--- src/rtl/rtme_pkg.sv ---
// Shared types and constants of the rendezvous tag match engine.
// No dependencies; the RTL files refer to it by scoped names, the testbench files import it.
package rtme_pkg;

  localparam int unsigned RingDepthDef = 512;
  localparam int unsigned MaxSlotsDef  = 8;
  localparam int unsigned QueueDepth   = 2;

  localparam int unsigned TagW  = 32;
  localparam int unsigned SizeW = 31;
  localparam int unsigned WordW = 64;
  localparam int unsigned SlotW = 3;
  localparam int unsigned KindW = 3;

  // item opcodes
  localparam logic OpAnnounce = 1'b0;
  localparam logic OpPost     = 1'b1;

  typedef enum logic [KindW-1:0] {
    KIND_UNEXP = 3'd0,
    KIND_EXP   = 3'd1,
    KIND_READ  = 3'd2,
    KIND_ZERO  = 3'd3,
    KIND_FULL  = 3'd4,
    KIND_OVER  = 3'd5
  } kind_e;

  typedef enum logic [2:0] {
    ST_IDLE,
    ST_SRCH,
    ST_CMP,
    ST_SKIP,
    ST_SKCHK
  } state_e;

  // one ring entry; the unexpected ring leaves slot unused
  typedef struct packed {
    logic [TagW-1:0]  tag;
    logic [SizeW-1:0] size;
    logic [WordW-1:0] address;
    logic [WordW-1:0] key;
    logic [WordW-1:0] handle;
    logic [SlotW-1:0] slot;
  } entry_t;

  typedef struct packed {
    logic   op;
    entry_t ent;
  } item_t;

  typedef struct packed {
    kind_e            kind;
    logic [WordW-1:0] receive_handle;
    logic [SlotW-1:0] matched_slot;
    logic [SizeW-1:0] matched_size;
    logic [WordW-1:0] local_address;
    logic [WordW-1:0] local_key;
    logic [WordW-1:0] remote_address;
    logic [WordW-1:0] remote_key;
    logic [WordW-1:0] sender_cookie;
  } result_t;

endpackage

--- src/rtl/rtme_queue.sv ---
// Short queue between front end and match sequencer.
// Depends on rtme_pkg for the item type and depth.
module rtme_queue (
  input  logic            clk_i,
  input  logic            rst_ni,
  input  logic            in_valid_i,
  output logic            in_ready_o,
  input  rtme_pkg::item_t in_data_i,
  output logic            out_valid_o,
  input  logic            out_ready_i,
  output rtme_pkg::item_t out_data_o
);

  localparam int unsigned AW = $clog2(rtme_pkg::QueueDepth);

  rtme_pkg::item_t buf_q [rtme_pkg::QueueDepth];
  logic [AW-1:0]   wr_q, wr_d, rd_q, rd_d;
  logic [AW:0]     cnt_q, cnt_d;
  logic            push, pop;

  assign in_ready_o  = (cnt_q != (AW+1)'(rtme_pkg::QueueDepth));
  assign out_valid_o = (cnt_q != '0);
  assign push        = in_valid_i & in_ready_o;
  assign pop         = out_valid_o & out_ready_i;
  assign out_data_o  = buf_q[rd_q];

  // pointer and count update
  always_comb begin
    wr_d  = push ? wr_q + 1'b1 : wr_q;
    rd_d  = pop ? rd_q + 1'b1 : rd_q;
    cnt_d = cnt_q + (AW+1)'(push) - (AW+1)'(pop);
  end

  always_ff @(posedge clk_i or negedge rst_ni) begin
    if (!rst_ni) begin
      wr_q  <= '0;
      rd_q  <= '0;
      cnt_q <= '0;
    end else begin
      wr_q  <= wr_d;
      rd_q  <= rd_d;
      cnt_q <= cnt_d;
    end
  end

  always_ff @(posedge clk_i) begin
    if (push) buf_q[wr_q] <= in_data_i;
  end

endmodule

--- config.mk ---
export PLATFORM = sky130hd
export DESIGN_NAME = rtme_queue
export DESIGN_NICKNAME = d
export VERILOG_FILES = /design/src/rtl/rtme_pkg.sv /design/src/rtl/rtme_queue.sv
export SDC_FILE = /design/constraint.sdc
export NUM_CORES = 1
export LEC_CHECK = 0
export BUFFER_PORTS_ARGS = -buffer_cell sky130_fd_sc_hd__clkbuf_2
export CAP_MARGIN = 20
export CORE_MARGIN = 4
export CORE_UTILIZATION = 45
export DETAILED_ROUTE_END_ITERATION = 10
export PLACE_DENSITY = 0.7
export REMOVE_ABC_BUFFERS = 1
export SYNTH_ARGS = -nofsm -noshare
export SYNTH_HDL_FRONTEND = slang
export SYNTH_SLANG_ARGS = --single-unit
--- constraint.sdc ---
create_clock -name clk_i -period 15.2 [get_ports clk_i]
set_clock_uncertainty 0.2 [all_clocks]
set_input_delay 1.52 -clock clk_i [delete_from_list [all_inputs] [get_ports clk_i]]
set_output_delay 1.52 -clock clk_i [all_outputs]
set_load 0.01 [all_outputs]
Word level (Yosys, flattened, before mapping)
Memories as Yosys holds them, arrays and structs flattened. Cells that the tools add are included.

Register bits after elaboration: 4. Bits in writable memories: 518. Bits of input ports: 263. Output and inout bits: 261. Logic and storage cells: 14. Memories: 1.

Add/subtract/negate cells: 4. Equal/unequal tests: 1. Muxes and demuxes: 2. Bitwise operators: 2. Reduce and logical (&&, ||, !) cells: 1.

Memories: buf_q (words 2, bits a word 259, rd ports 1, clocked after Yosys merged registers in 0, wr ports 1, RTL line rtme_queue.sv:16) `rtme_pkg::item_t buf_q [rtme_pkg::QueueDepth];`.

Operators with widths (count): 1-bit adder (second input constant) (2); 2-bit by 1-bit adder with 2-bit output (1); 1-bit AND (2); 1-bit 2-to-1 mux (2); 2-bit != test (second input constant) (1); 2-bit nonzero test (1); 2-bit by 1-bit subtractor with 2-bit output (1).

Longest topological paths before layout
Word-level depth: 4. Depth in mapped cells: 5. Depth with buffers taken out: 5.

Worst setup path after synthesis
No wires, ideal clock.

Path type: input to register. Start point: input port in_valid_i. End point: memory buf_q[0][0] (netlist name), enable pin. Setup time: 0.883 ns. Arrival: 12.324 ns. Data required time: 14.117 ns. Setup slack: 1.793 ns. Cell stages on the path: 2. Path buffers: 0. Cell sequence: nand2_1 nor2_1.

Cells in the longest elaborated chain, start to end: 3.

RTL lines: from (decl) (RTL line rtme_queue.sv:6) `input logic in_valid_i,`; 1-bit AND (RTL line rtme_queue.sv:23) `assign push = in_valid_i & in_ready_o;`; 1-bit 2-to-1 mux (RTL line rtme_queue.sv:47) `if (push) buf_q[wr_q] <= in_data_i;`; 1-bit 2-to-1 mux (implied by the code) (RTL line rtme_queue.sv:47); to (decl) (RTL line rtme_queue.sv:16).

No other way between the ends.

==> impl_metrics.toml <==
[setup_path]
timing.critical_path.arrival_ps = 4580
critical_path.endpoint_type = "output pin"
setup.worst_path.class = "flip-flop to output pin"
setup.worst_path.start_class = "flip-flop"
critical_path_required_ps = 13480
crit_fanout = 58

[sta]
setup_ws_ps = 8900
timing_hold_violations_final = 0
unrepaired_setup_endpoints_after_global_routing = "no"
period_utilization_pct = 41.5
maxSlewHeadroom_pct = 28.9
worst-slew-pin-transition_ps = 1070
post-route-min-period_ps = 6300
final_setup_violation_count = 0
fin_setup_tns_ps = 0
whs_ps = 365
slew_violations = 0
max_freq_ghz = 0.159

[clock_network]
number_of_setup_buffers_added_after_cts = 0
ctsHoldBuffers = 0
clk_root_buffer_cell = "sky130_fd_sc_hd__clkbuf_16"
cts.clk_slew.worst_paths_ps = 60
source_to_sink_clock_delay_at_the_later_pin_of_the_worst_skew_pair_ps = 560
htree_levels = 2
post_cts_resize_count = 0
cts.sink_count = 522
numCtsBuffers = 52
tritoncts_clock_tree = "done"
buffer_depth_of_the_longest_clock_path = 3

[route]
firstDrtPassIters = 4
post_drt_via_cell_ratio = 4.81
wl_per_cell_um = 20.7
postRouteAntennaNets = 0
detailroute.via_count = 9693
wirelength_mm = 41.7
route.detailed.drc = 0
initialDrtViolationCount = 720

[logic_synthesis]
netlist_instances = 828
synth.distinct_cells = 19
yosysWarnings = 0
syn_avg_cell_area_um2 = 23.8
syn_area_um2 = 19700
number_of_flip_flops_and_latches_in_the_synthesized_netlist = 522
synth_sequential_area_ratio_pct = 79.3

[finish]
layout.filler_cells = 3275
most_frequent_standard_cell_in_the_layout_excluding_fill_and_tap_cells = "sky130_fd_sc_hd__clkbuf_2"
post_layout_util_pct = 57.0
num-nets-final = 1651
areaGrowthSynthToFinish_pct = 24.6
mostFrequentLayoutCells = "sky130_fd_sc_hd__clkbuf_2, sky130_fd_sc_hd__edfxtp_1, sky130_fd_sc_hd__mux2_4"
final_layout_size_suffix_gt1_share_pct = 61.2
number_of_cells_in_the_finished_layout_apart_from_fillers = 2016

[place]
place_hpwl_mm = 29.4
globalplace.congestion = 0.810
port_buffers = 523
preCtsSetupSlack_ps = 9440
dpl.cell_count = 1918

[floorplan]
floorplan.die.height_um = 217
top_level_ports = 524
fp.dieArea_um2 = 47300
core-area_um2 = 43200
rows = 76
die_width_um = 217
start_util_pct = 45.7

[global_route]
first_global_vias = 10000
grt_use_total_pct = 16.9
grt_start_max_net_pins = 77
grt_overflow_total = 0
antenna_violations_before_repair = 8
wire_length_of_the_first_global_routing_pass_mm = 60.5

[pwr]
power.switching_uw = 1400
static_leakage_uw = 0.00984
p_int_uw = 3450
sw_frac_of_total_pct = 28.9
powerDensity_nw_per_um2 = 197
p_comb_share_pct = 31.2
worst_ir_drop_vdd_mv = 0.166
pwr-share-clk_pct = 26.1
power_frac_seq_pct = 42.7

[hold_path]
hp-class = "flip-flop to flip-flop"

[flow_run]
maximum_capacitance_violations = 0

[run_status]
outcome = "finished, final reports clean"
power groups by stage:
| stage | sequential [µW] | combinational (µW) | clock, µW |
|---|---|---|---|
| floorplan | 2310 | 1220 | 0 |
| global placement | 2090 | 1530 | 0 |
| detailed placement | 2110 | 1540 | 0 |
| CTS | 2080 | 1540 | 1300 |
| global route | 2100 | 1610 | 1370 |
| finish | 2070 | 1520 | 1270 |
layout make-up:
cell class                 instances  area, µm²  area share, %
antenna                            4       10.0         0.0407
timing repair buffer             534       2700           11.0
multi-input combinational        277       3800           15.4
sequential                       522      15700           63.7
tap                              585        732           2.98
clock inverter                    32        334           1.36
clock buffer                      62       1360           5.53
sequential cells by signal (all words and copies together), names as in the netlist:
| register | count |
|---|---|
| buf_q | 518 |
| cnt_q | 2 |
| rd_q | 1 |
| wr_q | 1 |
critical path, cell delays in order, from the launching register on:
cell	delay, ps
sky130_fd_sc_hd__dfrtp_4	830
sky130_fd_sc_hd__buf_4	750
sky130_fd_sc_hd__buf_4	890
sky130_fd_sc_hd__buf_4	910
sky130_fd_sc_hd__mux2_4	350
sky130_fd_sc_hd__clkbuf_2	130
cells by family (layout without fill, tap and decap cells):
kind of cell,Yosys count,in the layout,share of synthesized area (%)
compound gates,4,4,0.159
xor+xnor,3,3,0.133
fa+ha+maj,1,1,0.0634
buf+inv,29,628,1.46
flops,522,522,79.3
mux,259,259,18.6
other cells,0,4,0
simple gates,10,10,0.247
layer usage:
metal,GRT usage (%),routed length [µm],vias to the layer above
li1,-,-,4447
met1,20.4,15800,4784
met2,28.2,20800,384
met3,6.05,3960,74
met4,6.49,1150,4
met5,0,24,-
final timing paths:
path	from	cells past startpoint	to	slack (ps)
min in group asynchronous	rst_ni	1	cnt_q[0]$_DFF_PN0_	560
max reg2reg	cnt_q[0]$_DFF_PN0_	4	buf_q[1][167]$_DFFE_PP_	11500
max	rd_q$_DFFE_PN0P_	5	out_data_o[178]	8900
min reg2reg	wr_q$_DFFE_PN0P_	1	wr_q$_DFFE_PN0P_	360
min	wr_q$_DFFE_PN0P_	1	wr_q$_DFFE_PN0P_	360
max in group asynchronous	rst_ni	1	rd_q$_DFFE_PN0P_	14100
synth_stat cells, drive strengths merged:
cell type,number,area share (%)
buf,29,1.5
dfrtp,4,0.51
nand3,1,0.025
nand2b,1,0.032
nor2b,1,0.032
o21ai,1,0.025
nand2,2,0.038
a211oi,1,0.038
a32oi,1,0.044
ha,1,0.063
nor2,3,0.057
and3,1,0.032
xnor2,3,0.13
edfxtp,518,79
a21bo,1,0.051
mux2,259,19
or2,1,0.032
per-stage QoR:
| step | power (µW) | area [µm²] |
|---|---|---|
| CTS | 4920 | 24600 |
| global route | 5080 | 24600 |
| detailed placement | 3640 | 22900 |
| floorplan | 3530 | 19400 |
| global placement | 3620 | 22900 |
| finish | 4860 | 24600 |
Note: power is estimated with default switching activity, not from simulation.
